`config.mk`:
```
export PLATFORM = sky130hd
export DESIGN_NAME = ccbe_div
export DESIGN_NICKNAME = d
export VERILOG_FILES = /design/src/sv/ccbe_pkg.sv /design/src/sv/ccbe_div.sv
export SDC_FILE = /design/constraint.sdc
export NUM_CORES = 1
export LEC_CHECK = 0
export ABC_AREA = 1
export BUFFER_PORTS_ARGS = -buffer_cell sky130_fd_sc_hd__buf_4
export CORE_UTILIZATION = 25
export CTS_CLUSTER_SIZE = 28
export DETAILED_ROUTE_END_ITERATION = 6
export PLACE_DENSITY = 0.46
export SKIP_LAST_GASP = 1
export SYNTH_ARGS = -nofsm -noshare
export SYNTH_HDL_FRONTEND = slang
export SYNTH_SLANG_ARGS = --single-unit
```
`constraint.sdc`:
```
create_clock -name i_clk -period 2.18 [get_ports i_clk]
set_input_delay 0.545 -clock i_clk [delete_from_list [all_inputs] [get_ports i_clk]]
set_output_delay 0.545 -clock i_clk [all_outputs]
set_load 0.005 [all_outputs]
```
`src/sv/ccbe_pkg.sv`:
```
`timescale 1ns / 1ps
// Shared types, constants and step tables for the clamped cubic B-spline evaluator.
// No dependencies; ccbe_div, the evaluator, the checker and the testbench use this package.
package ccbe_pkg;

    localparam int MAX_KEYS_DEF = 32;
    localparam int FRAC_BITS    = 24;
    localparam int QW           = FRAC_BITS + 1;   // quotient bits, fractions up to 1.0
    localparam int DIV_STEPS    = QW;
    localparam logic [QW-1:0] ONE_Q24 = QW'(1) << FRAC_BITS;

    localparam logic REQ_LOAD = 1'b0;
    localparam logic REQ_EVAL = 1'b1;

    localparam logic [2:0] METH_EMPTY  = 3'd0;
    localparam logic [2:0] METH_SINGLE = 3'd1;
    localparam logic [2:0] METH_CLAMP  = 3'd2;
    localparam logic [2:0] METH_LINEAR = 3'd3;
    localparam logic [2:0] METH_SPLINE = 3'd4;

    typedef struct packed {
        logic               req_type;
        logic [4:0]         slot;
        logic [31:0]        key_time;
        logic signed [31:0] key_value;
        logic [31:0]        query_time;
    } t_in_item;

    typedef struct packed {
        logic signed [31:0] curve_value;
        logic [2:0]         method_used;
    } t_out_item;

    typedef struct packed {
        logic        start;
        logic [31:0] num;
        logic [31:0] den;
    } t_div_req;

    typedef struct packed {
        logic          done;
        logic [QW-1:0] quo;
    } t_div_rsp;

    typedef enum logic [3:0] {
        ST_IDLE,
        ST_RD_FIRST,
        ST_RD_LAST,
        ST_CHK_LAST,
        ST_LIN,
        ST_U_W,
        ST_SPAN_MUL,
        ST_SPAN,
        ST_CP,
        ST_KNOT,
        ST_KNOT_W,
        ST_ALPHA,
        ST_DIV_W,
        ST_BMUL,
        ST_BADD,
        ST_OUT
    } t_state;

    // de Boor schedule: step s is (r, j) in order (1,3) (1,2) (1,1) (2,3) (2,2) (3,3).
    // Knot slots hold knots span-2 .. span+3.
    function automatic logic [1:0] step_j(input logic [2:0] s);
        logic [1:0] j;
        unique case (s)
            3'd0, 3'd3, 3'd5: j = 2'd3;
            3'd1, 3'd4:       j = 2'd2;
            default:          j = 2'd1;
        endcase
        return j;
    endfunction

    function automatic logic [2:0] step_ka(input logic [2:0] s);
        logic [2:0] q;
        unique case (s)
            3'd0, 3'd3, 3'd5: q = 3'd2;
            3'd1, 3'd4:       q = 3'd1;
            default:          q = 3'd0;
        endcase
        return q;
    endfunction

    function automatic logic [2:0] step_kb(input logic [2:0] s);
        logic [2:0] q;
        unique case (s)
            3'd0:       q = 3'd5;
            3'd1, 3'd3: q = 3'd4;
            default:    q = 3'd3;
        endcase
        return q;
    endfunction

endpackage

```
`src/sv/ccbe_div.sv`:
```
`timescale 1ns / 1ps
// Restoring divider, one quotient bit per cycle: floor(num * 2^24 / den) for num <= den.
// Depends on ccbe_pkg.
module ccbe_div (
    input  logic              i_clk,
    input  logic              i_rst_n,
    input  ccbe_pkg::t_div_req i_req,
    output ccbe_pkg::t_div_rsp o_rsp
);

    localparam int CW = $clog2(ccbe_pkg::DIV_STEPS);

    logic                    r_busy;
    logic                    r_done;
    logic [CW-1:0]           r_cnt;
    logic [32:0]             r_rem;
    logic [31:0]             r_den;
    logic [ccbe_pkg::QW-1:0] r_quo;
    logic [33:0]             diff;
    logic                    ge;
    logic [31:0]             rem_sel;

    assign diff    = {1'b0, r_rem} - {2'b00, r_den};
    assign ge      = !diff[33];
    assign rem_sel = ge ? diff[31:0] : r_rem[31:0];

    always_ff @(posedge i_clk) begin
        if (!i_rst_n) begin
            r_busy <= 1'b0;
            r_done <= 1'b0;
            r_cnt  <= '0;
        end else begin
            r_done <= 1'b0;
            if (i_req.start) begin
                r_busy <= 1'b1;
                r_cnt  <= CW'(ccbe_pkg::DIV_STEPS - 1);
            end else if (r_busy) begin
                r_cnt <= r_cnt - CW'(1);
                if (r_cnt == '0) begin
                    r_busy <= 1'b0;
                    r_done <= 1'b1;
                end
            end
        end
    end

    always_ff @(posedge i_clk) begin
        if (i_req.start) begin
            r_rem <= {1'b0, i_req.num};
            r_den <= i_req.den;
        end else if (r_busy) begin
            r_rem <= {rem_sel, 1'b0};
            r_quo <= {r_quo[ccbe_pkg::QW-2:0], ge};
        end
    end

    assign o_rsp.done = r_done;
    assign o_rsp.quo  = r_quo;

endmodule

```
Word level (Yosys, flattened, before mapping)
Cells that the tools add are included.
{ "classes": {"addsub": 2, "mux": 9, "bitwise_logic": 3, "reduce_logical": 6} }
{ "op_table": {"columns": ["cell", "n"], "rows": [
  ["$mux 32", 3],
  ["$sub 33x32->34", 1],
  ["$mux 5", 2],
  ["$logic_not 5->1", 1],
  ["$sub 5x1->5 const B", 1],
  ["$mux 1", 4],
  ["$not 1->1", 3],
  ["$reduce_or 3->1", 1],
  ["$reduce_and 2->1", 1],
  ["$reduce_bool 2->1", 1],
  ["$reduce_or 2->1", 1],
  ["$logic_not 1->1", 1]
]} }
{ "word_totals": {"reg_bits": 97, "input_bits": 67, "out_inout_bits": 26, "wordCells": 28} }

Longest topological paths before layout
Gate-level depths: netlist of run 1.
{ "depth": {"depth_word": 4, "mapped_depth": 17, "ltp_nobuf": 16} }

Worst setup path before layout of run 1
OpenSTA, ideal clock, no wires.
{ "synth_path": {"kind": "input to register", "start": "input i_req[64] (netlist name)", "end": "register r_quo[0] (netlist name) (enable)", "setup_time_ns": 0.408, "arrival_ns": 1.858, "required_time_ns": 1.772, "path_slack_ns": -0.087, "stages": 2, "path_buffers": 1, "path_cell_list": "clkbuf_1 -> nor2_1"} }
{ "synth_via": {"elab_chain_cells": 2} }
{ "synth_lines": {"columns": ["item", "line_no", "source"], "rows": [
  ["start, declared", "ccbe_div.sv:7", "input ccbe_pkg::t_div_req i_req,"],
  ["$not 1->1 (no line)", null, null],
  ["$reduce_and 2->1 (no line)", null, null],
  ["end signal, assigned", "ccbe_div.sv:53", "r_quo <= {r_quo[ccbe_pkg::QW-2:0], ge};"],
  ["end, declared", "ccbe_div.sv:18", "logic [ccbe_pkg::QW-1:0] r_quo;"]
]} }
Every way passes these cells.
A chain may end at the register's enable or synchronous reset.

Worst setup path after layout of run 1
{ "layout_path": {"start": "register r_rem[0]", "end": "register r_rem[11], data pin"} }
{ "layout_via": {"elab_chain_cells": 4} }
{ "layout_lines": {"columns": ["item", "line_no", "source"], "rows": [
  ["start, declared", "ccbe_div.sv:16", "logic [32:0] r_rem;"],
  ["start signal, assigned", "ccbe_div.sv:49", "r_rem <= {1'b0, i_req.num};"],
  ["start signal, assigned", "ccbe_div.sv:52", "r_rem <= {rem_sel, 1'b0};"],
  ["$sub 33x32->34", "ccbe_div.sv:23", "assign diff = {1'b0, r_rem} - {2'b00, r_den};"],
  ["$mux 32", "ccbe_div.sv:25", "assign rem_sel = ge ? diff[31:0] : r_rem[31:0];"],
  ["$mux 32", "ccbe_div.sv:51", "end else if (r_busy) begin"],
  ["$mux 32", "ccbe_div.sv:48", "if (i_req.start) begin"]
]} }
Every way passes these cells. The select of a mux whose other input is x is not followed.

==> metrics.cfg, run 1 <==
[outcome]
status = finished, violations left
violations = setup timing

[finish]
fin_util_pct = 38.6
fill_cells = 2655
register_area_um2 = 2830
num_antenna_cells = 0
drive_gt1_share_pct = 38.5
finalNetCount = 1191
area_growth_pct = 50.2
multi_input_area_um2 = 3820

[setup_path]
crit_path_end_kind = flop
critPathBufInv = 4
cp_common_cell = nand2_1
start_kind = flop
critPathRequiredTime_ns = 2.31
criticalPathCategory = reg2reg
path_max_fanout = 3
r2r_slack_ns = -0.03
path_cells = inv_2 -> ha_4 -> inv_4 -> fa_2 -> buf_6 -> nand3_2 -> nand3b_1 -> buf_4 -> xnor2_2 -> nand2_1 -> nand3_1 -> nand2_1
crit_slowest_cell = fa_2
r2r-start = r_rem[0]
r2r_cells = 12
critPathTopFamily = adder cells
slowest_delay_ns = 0.41
timing.rr.end = r_rem[11]
arrival_ns = 2.34

[grt]
overflow = 0
first_global_vias = 5949
grt_usage_pct = 15.6
antenna_found_initial = 0
grt_start_max_net_pins = 40
grt_pass1_wl_um = 31400

[sta]
final.min_clock_period_ns = 2.21
drv_slew = 0
maxSlewHeadroom_pct = 71.4
fin_ws_ns = -0.0298
hold_viol = 0
max_clock_freq_mhz = 453
finalClockSkew_ns = 0.0114
fin_setup_tns_ns = -0.0667
finalSetupViolCount = 5
period_share_pct = 101
rsz0062_at_grt = yes
tightestPinTransition_ns = 0.429

[power_and_ir_drop]
p_leak_nw = 4.80
peakVddDrop_v = 0.000380
cellPowerDensity_nw_per_um2 = 888

[clock_network]
cts_buffer_depth = 2
tritoncts = yes
path_clk_slew_ns = 0.08
cts_root_buf = clkbuf_16
clk_latency_ns = 0.36
cts.sinks = 97
cts_hold_buf = 0
numCtsBuffers = 9
htreeDepth = 3

[synthesis]
ys_types = 36
synth_cells = 874
synth-seq-cells = 97
syn_nets = 976
yosysWarnings = 0
ys_seq_area_share_pct = 43.2
synth.avg_cell_area_um2 = 7.50
syn_area_um2 = 6560

[die]
core_area_um2 = 25500
num_rows = 58
die_x_um = 164
die_h_um = 164
die_area_um2 = 26900
num_io_pins = 93
initial_core_util_pct = 25.7

[hold_path]
hold_depth = 1
hold_path_class = in2reg
min-delay-start = i_req[30]
holdPathEnd = r_den[30]

[placed_design]
place.gp.congestion = 0.841
io_buffers = 92
dp_hpwl_um = 15200

[drt]
drt_iter0_drc = 370
dr.pass1.iters = 5
vias = 6034
drcViolationCount = 0
avgViaCountPerCell = 4.24
ant_nets = 0
routedWlPerCell_um = 14.3
routed_wl_um = 20400

[flow_run]
maxCapViolations = 0

[report_power, final]
group / total (mW) / switching, mW / leakage, nW / internal (mW)
Sequential: 2.47 / 0.160 / 0.933 / 2.31
Combinational: 4.62 / 2.42 / 3.72 / 2.20
Clock: 1.65 / 0.846 / 0.145 / 0.808
[state kept, by name, summed over array words and instances, names as in the netlist]
name,count
r_rem,33
r_den,32
r_quo,25
r_cnt,5
r_busy,1
r_done,1
[per-layer routing]
metal	up-vias	GRT usage, %	part of all wire, %	routed length (um)
li1	3174	-	-	-
met1	2766	21.5	50	10100
met2	85	25.2	47	9510
met3	9	2.50	2.9	585
met4	0	3.91	0.76	155
met5	-	0	0	0
[worst max path at each step]
stage	start	endpoint	slack (ns)	cells past startpoint
floorplan	r_rem[0]	r_rem[17]	0.06	13
finish	r_rem[0]	r_rem[11]	-0.03	12
detailed placement	r_rem[0]	r_rem[29]	-0.15	16
CTS	r_rem[1]	r_rem[15]	-0.06	14
global route	r_rem[2]	r_rem[26]	-0.14	17
global placement	r_rem[19]	r_rem[26]	-0.14	13
[layout by cell type (no fill, tap or decap), drive strengths merged]
master,n
nor2,50
o211ai,1
nand3,73
inv,171
buf,220
clkbuf,10
and2,3
nand4,10
a31oi,2
ha,34
o21a,1
fa,1
nor3,4
dfxtp,8
xor2,2
nand3b,28
o31ai,1
o21bai,4
o21ai,1
a211oi,1
xnor2,14
edfxtp,89
a21oi,20
nor4,1
nand2,338
clkinv,6
or2,1
[synthesized netlist by cell type]
master	count	area (um^2)
xor2_1	2	17.5
dfxtp_1	8	160
nor3_1	3	15.0
or2_2	1	6.26
buf_2	4	20.0
nor3_2	1	10.0
edfxtp_1	89	2670
inv_1	165	619
nand4_1	10	62.6
nor4_1	1	6.26
a21oi_1	19	95.1
a21oi_4	1	16.3
nor2_2	5	31.3
o211ai_1	1	7.51
o21ai_2	1	8.76
buf_6	5	56.3
xnor2_1	14	123
nor2_1	45	169
o31ai_1	1	7.51
nand2_1	331	1240
ha_1	34	425
nand3_1	72	360
o21a_1	1	7.51
a31oi_1	2	12.5
clkbuf_1	7	26.3
nand2_4	2	22.5
and2_1	3	18.8
nand3b_1	28	210
inv_2	2	7.51
clkinv_1	3	11.3
o21bai_1	4	30.0
a211oi_1	1	7.51
nand2_2	5	31.3
buf_4	1	7.51
fa_1	1	20.0
nand3_2	1	10.0
[timing repair]
item | 4_1_cts | 5_1_grt
cloned | 3 | 1
pin swaps | 34 | 72
endpoints found under the setup margin | 31 | 32
resized for setup | 99 | 104
hold endpoints to repair | 0 | 0
buffers inserted | 16 | 10
[worst reg2reg max path: cells and delay by family, from the launching register on]
family                     cells  cell delay (ns)
adders and majority gates      2             0.54
buffers and inverters          4             0.48
xor gates and xnor gates       1             0.11
DFF                            1             0.38
and+or+nand+nor                5             0.46
[area by class of cell]
cell class	count	area share (%)
multi-input cells	590	38.8
flip-flops and latches	97	28.8
repair buffers	221	18.7
inverters	170	6.52
well taps	330	4.19
clock buffers	9	2.29
clock inverters	7	0.686
[metrics by stage]
| stage | setup WS [ns] | area [um^2] | cells | total power [mW] | hold WS (ns) |
|---|---|---|---|---|---|
| 6_report | -0.0298 | 9840 | 1424 | 8.75 | 0.350 |
| 3_5_place_dp | -0.149 | 8420 | 1383 | 6.08 | 0.439 |
| 2_1_floorplan | 0.0570 | 6560 | 874 | 4.59 | 0.440 |
| 5_1_grt | -0.139 | 9840 | 1424 | 9.38 | 0.337 |
| 4_1_cts | -0.0588 | 9450 | 1417 | 8.51 | 0.337 |
| 3_3_place_gp | -0.136 | 8420 | 1383 | 6.08 | 0.433 |
[kinds of logic after synthesis]
group	share of synthesized area, %
xor+xnor	2.14
simple gates	33.5
flops	43.2
compound gates	2.94
fa+ha+maj	6.80
buf+inv	11.4
(Power assumes the default switching activity.)
==> run 2, diff against run 1 <==
==> constraint.sdc (replaced) <==
create_clock -name i_clk -period 2 [get_ports i_clk]
set_input_delay 0.5 -clock i_clk [delete_from_list [all_inputs] [get_ports i_clk]]
set_output_delay 0.5 -clock i_clk [all_outputs]
set_load 0.005 [all_outputs]
==> metrics.cfg, run 2 (same netlist as run 1, synthesis figures left out) <==
[outcome]
status = finished, violations left
violations = setup timing

[clock_network]
clk_latency_ns = 0.37  ; about the same
cts_hold_buf = 0  ; unchanged
path_clk_slew_ns = 0.09  ; about the same
tritoncts = yes
htreeDepth = 3  ; unchanged
cts.sinks = 97  ; unchanged
cts_root_buf = clkbuf_16
numCtsBuffers = 9  ; unchanged
cts_buffer_depth = 2  ; unchanged

[sta]
hold_viol = 0  ; unchanged
rsz0062_at_grt = yes
tightestPinTransition_ns = 0.333  ; -0.0953 ns
final.min_clock_period_ns = 2.23  ; +0.0200 ns
fin_ws_ns = -0.230  ; -0.200 ns
max_clock_freq_mhz = 448  ; -0.90%
drv_slew = 0  ; unchanged
finalClockSkew_ns = 0.0128  ; +0.00141 ns
maxSlewHeadroom_pct = 77.8  ; +6.4 points
period_share_pct = 111  ; +10 points
finalSetupViolCount = 33  ; +28

[setup_path]
critPathRequiredTime_ns = 2.13  ; -0.18 ns
r2r_cells = 14  ; +2
r2r_slack_ns = -0.23  ; -0.20 ns
criticalPathCategory = reg2reg
path_max_fanout = 6  ; +3
timing.rr.end = r_rem[14]
start_kind = flop
r2r-start = r_rem[21]
crit_path_end_kind = flop
arrival_ns = 2.36  ; +0.02 ns

[drt]
vias = 6287  ; +4.2%
routed_wl_um = 21000  ; +3.0%
drt_iter0_drc = 274  ; -26%
avgViaCountPerCell = 4.22  ; -0.49%
ant_nets = 0  ; unchanged
drcViolationCount = 0  ; unchanged
dr.pass1.iters = 4  ; -1
routedWlPerCell_um = 14.1  ; -1.6%

[finish]
area_growth_pct = 59.6
multi_input_area_um2 = 3930  ; +2.9%
reg_top3 = r_rem (33), r_den (32), r_quo (25)
regMostFlops = r_rem
fin_util_pct = 41.1  ; +2.4 points
final_common_cell = nand2_1
num_antenna_cells = 0  ; unchanged
largest_reg_flops = 33  ; unchanged
final_cell_mix = nand2_1 (276), buf_4 (270), inv_1 (150), edfxtp_1 (89), nand3_1 (49)
finalNetCount = 1258  ; +5.6%
register_area_um2 = 2830  ; unchanged
drive_gt1_share_pct = 41.6  ; +3.1 points
fill_cells = 2655  ; unchanged

[hold_path]
holdPathEnd = r_den[2]
hold_depth = 1  ; unchanged
min-delay-start = i_req[2]
hold_path_class = in2reg

[grt]
first_global_vias = 6110  ; +2.7%
antenna_found_initial = 0  ; unchanged
grt_pass1_wl_um = 32500  ; +3.4%
grt_start_max_net_pins = 41  ; +2.5%
grt_usage_pct = 16.0  ; +0.43 points
overflow = 0  ; unchanged

[placed_design]
dp_hpwl_um = 16000  ; +5.1%
place.gp.congestion = 0.877  ; +4.3%
io_buffers = 92  ; unchanged

[die]
die_h_um = 164  ; unchanged
die_x_um = 164  ; unchanged
core_area_um2 = 25500  ; unchanged
initial_core_util_pct = 25.7  ; unchanged
die_area_um2 = 26900  ; unchanged
num_io_pins = 93  ; unchanged
num_rows = 58  ; unchanged

[power_and_ir_drop]
peakVddDrop_v = 0.000380  ; -0.20%
cellPowerDensity_nw_per_um2 = 981  ; +10%
p_total_mw = 10.3  ; +17%
p_leak_nw = 5.17  ; +7.7%

[flow_run]
maxCapViolations = 0  ; unchanged

run 2: changes by cell type in the layout (fill, tap and decap cells not counted), moves of 2 or more:
| cell | previous run | this run |
|---|---|---|
| buf_4 | 202 | 270 |
| clkinv_8 | 1 | 3 |
| nand3_2 | 17 | 23 |
| nor3_2 | 0 | 2 |
| nor2_2 | 17 | 14 |
| inv_1 | 140 | 150 |
| nand2_1 | 272 | 276 |
| nand3_1 | 55 | 49 |
| nand2_2 | 53 | 42 |
| nand2_4 | 12 | 18 |
| inv_2 | 26 | 16 |
| nor2_4 | 7 | 11 |
run 2: repair_timing:
item / 4_1_cts / 5_1_grt
endpoints found under the setup margin: 33 / 33
pin swaps: 55 / 38
endpoints found under the hold margin: 0 / 0
resized for setup: 141 / 63
gates cloned: 1 / 1
setup buffers: 21 / 11
run 2: cell type report:
type	instances	area share, %
Sequential cell	97	27.1
Inverter	170	6.14
Timing Repair Buffer	288	22.3
Tap cell	330	3.95
Clock inverter	7	0.825
Multi-Input combinational cell	590	37.6
Clock buffer	9	2.15
run 2: worst max path at each step:
stage,start,end,slack [ns],cells past startpoint
floorplan,r_rem[23],r_rem[18],-0.003,12
global placement,r_rem[24],r_rem[19],-0.39,12
CTS,r_rem[21],r_rem[24],-0.22,14
detailed placement,r_rem[24],r_rem[19],-0.41,12
global route,r_rem[8],r_rem[25],-0.32,16
finish,r_rem[21],r_rem[14],-0.23,14
run 2: where the power goes:
group          switching (mW)  internal, mW  leakage, nW
clock                   0.959         0.899        0.151
sequential              0.170          2.52        0.933
combinational            2.87          2.84         4.08
run 2: stage by stage:
stage | instance area, um^2 | setup slack, ns | hold slack (ns) | cells | TNS [ns]
detailed placement | 8910 | -0.408 | 0.434 | 1443 | -12.04
global route | 10500 | -0.325 | 0.283 | 1491 | -8.96
finish | 10500 | -0.230 | 0.299 | 1491 | -5.52
floorplan | 6630 | -0.00273 | 0.440 | 874 | -0.0530
global placement | 8910 | -0.388 | 0.431 | 1443 | -11.36
CTS | 10100 | -0.217 | 0.285 | 1481 | -6.02
run 2: metal layers:
layer  share of wire (%)  vias to the layer above  wire length, um  track usage [%]
li1                    -                     3311                -                -
met3                 3.1                       13              641             2.80
met2                  47                       81             9960             26.2
met1                  49                     2882            10200             21.9
met5                   0                        -                0                0
met4                0.89                        0              187             3.32
run 2: critical path, cell delays in order (launching register included):
cell      delay [ns]
edfxtp_1        0.44
ha_4            0.31
nand2_4         0.06
nor2_4          0.13
buf_6           0.11
inv_2           0.03
o21ai_4         0.15
a21oi_4         0.08
buf_6           0.14
nand2_8         0.12
buf_12          0.12
buf_8           0.11
nand2_1         0.05
nand3_1         0.08
nand2_1         0.05
==> run 3, diff against run 2 <==
--- a/config.mk
+++ b/config.mk
@@ -10,7 +10,9 @@
 export CORE_UTILIZATION = 25
 export CTS_CLUSTER_SIZE = 28
 export DETAILED_ROUTE_END_ITERATION = 6
+export HOLD_SLACK_MARGIN = 0.05
 export PLACE_DENSITY = 0.46
+export REMOVE_ABC_BUFFERS = 1
 export SKIP_LAST_GASP = 1
 export SYNTH_ARGS = -nofsm -noshare
 export SYNTH_HDL_FRONTEND = slang
==> metrics.cfg, run 3 (same netlist as run 1, synthesis figures left out) <==
[clock_network]
numCtsBuffers = 9  ; unchanged
cts_root_buf = clkbuf_16
path_clk_slew_ns = 0.08  ; about the same
cts_hold_buf = 0  ; unchanged
clk_latency_ns = 0.37  ; about the same
cts.sinks = 97  ; unchanged
cts_buffer_depth = 2  ; unchanged
tritoncts = yes
htreeDepth = 3  ; unchanged

[finish]
instances_no_fill = 1458  ; -2.2%
finalNetCount = 1225  ; -2.6%
postLayoutCellArea_um2 = 10200  ; -2.6%
regMostFlops = r_rem
largest_reg_flops = 33  ; unchanged
fill_cells = 2637  ; -0.68%
drive_gt1_share_pct = 40.0  ; -1.6 points
fin_util_pct = 40.0  ; -1.1 points
reg_top3 = r_rem (33), r_den (32), r_quo (25)
num_antenna_cells = 0  ; unchanged
final_cell_mix = nand2_1 (272), buf_4 (237), inv_1 (149), edfxtp_1 (89), nand2_2 (47)
area_growth_pct = 55.5
final_common_cell = nand2_1

[sta]
fin_ws_ns = -0.241  ; -0.0115 ns
max_clock_freq_mhz = 446  ; -0.51%
rsz0062_at_grt = yes
hold_viol = 0  ; unchanged
maxSlewHeadroom_pct = 74.5  ; -3.2 points
timing.hold.ws_ns = 0.306  ; +0.00694 ns
finalSetupViolCount = 33  ; unchanged
drv_slew = 0  ; unchanged
tightestPinTransition_ns = 0.382  ; +0.0486 ns
finalClockSkew_ns = 0.0105  ; -0.00222 ns
fin_setup_tns_ns = -7.18  ; -1.66 ns
final.min_clock_period_ns = 2.24  ; +0.0115 ns
period_share_pct = 112  ; +0.58 points

[setup_path]
path_max_fanout = 6  ; unchanged
slowest_delay_ns = 0.46  ; +0.02 ns
criticalPathCategory = reg2reg
crit_path_end_kind = flop
arrival_ns = 2.36  ; about the same
start_kind = flop
crit_slowest_cell = edfxtp_1
path_cells = ha_4 -> nand2_4 -> buf_6 -> nor2_4 -> inv_2 -> nor3_4 -> nand2_8 -> nand2_8 -> clkbuf_16 -> nand2_1 -> nand3_1 -> nand2_1
critPathRequiredTime_ns = 2.12  ; about the same

[placed_design]
dp.cells = 1411  ; -2.2%
io_buffers = 92  ; unchanged
place_area_um2 = 8640  ; -3.0%
dp_hpwl_um = 15400  ; -3.6%
place.gp.congestion = 0.883  ; +0.68%
pre_cts_slack_ns = -0.367  ; +0.0406 ns

[drt]
dr.pass1.iters = 4  ; unchanged
vias = 6141  ; -2.3%
routed_wl_um = 20500  ; -2.4%
routedWlPerCell_um = 14.1  ; -0.17%
drcViolationCount = 0  ; unchanged
drt_iter0_drc = 310  ; +13%
avgViaCountPerCell = 4.21  ; -0.11%
ant_nets = 0  ; unchanged

[power_and_ir_drop]
p_total_mw = 10.0  ; -2.6%
pwr-share-comb_pct = 55.6  ; about the same
cell_internal_pwr_mw = 6.10  ; -2.6%
p_leak_nw = 5.00  ; -3.3%
peakVddDrop_v = 0.000393  ; +3.7%
switching_share_pct = 39.0  ; about the same
pwr-share-clk_pct = 17.4  ; -0.7 points
power_frac_seq_pct = 27.0  ; +0.8 points
p_sw_mw = 3.90  ; -2.6%
cellPowerDensity_nw_per_um2 = 981  ; about the same

[grt]
grt_start_max_net_pins = 35  ; -15%
first_global_vias = 6176  ; +1.1%
grt_usage_pct = 16.1  ; +0.080 points
grt_pass1_wl_um = 32800  ; +0.85%
antenna_found_initial = 0  ; unchanged
overflow = 0  ; unchanged

[outcome]
violations = setup timing
status = finished, violations left

[die]
num_rows = 58  ; unchanged
initial_core_util_pct = 25.7  ; unchanged
core_area_um2 = 25500  ; unchanged
die_x_um = 164  ; unchanged
num_io_pins = 93  ; unchanged
die_area_um2 = 26900  ; unchanged
die_h_um = 164  ; unchanged

[flow_run]
maxCapViolations = 0  ; unchanged

[hold_path]
hold_path_class = in2reg

[run 3: changes by cell type in the layout (fill, tap and decap cells not counted), sizes merged]
| cell | previous run | this run |
|---|---|---|
| inv | 170 | 171 |
| buf | 287 | 254 |
| clkinv | 7 | 3 |
| clkinvlp | 0 | 2 |
| clkbuf | 10 | 11 |
[run 3: area by class of cell]
cell class                 count  area (um^2)  area share, %
clock buffer                  10          229           2.25
tap                          330          413           4.05
clock inverter                 6         50.0          0.491
inverter                     170          638           6.26
sequential                    97         2830           27.8
multi-input combinational    590         3910           38.4
timing repair buffer         255         2120           20.8
[run 3: final timing paths]
| kind | slack, ns | start | cells past startpoint | endpoint |
|---|---|---|---|---|
| worst max-delay path | -0.24 | r_rem[25] | 12 | r_rem[13] |
| worst min-delay path | 0.31 | i_req[23] | 1 | r_den[23] |
| worst max register to register | -0.24 | r_rem[25] | 12 | r_rem[13] |
| worst min register to register | 0.45 | r_quo[13] | 0 | r_quo[14] |
[run 3: critical path: cells and delay by family, from the launching register on]
kind / cells / cell delay (ns)
DFF: 1 / 0.46
buffers and inverters: 3 / 0.35
adders and majority gates: 1 / 0.31
and+or+nand+nor: 8 / 0.87
[run 3: per-layer routing]
layer	global-route usage, %	vias to the layer above	part of all wire, %
met3	1.97	23	2.9
met4	5.81	0	2.1
li1	-	3242	-
met5	0	-	0
met2	24.8	77	45
met1	22.9	2799	50
[run 3: power groups by stage]
stage	combinational, mW	sequential (mW)	clock (mW)
after global routing	6.16	2.72	1.89
after detailed placement	4.21	2.67	0
final	5.56	2.70	1.74
after CTS	4.98	2.68	1.81
after floorplan	2.26	2.64	0
after global placement	4.21	2.67	0
[run 3: what timing repair did]
item                                    4_1_cts  5_1_grt
pin swaps                                    50       55
resized for setup                           103      101
setup buffers                                18       10
endpoints found under the setup margin       33       33
gates cloned                                  3        1
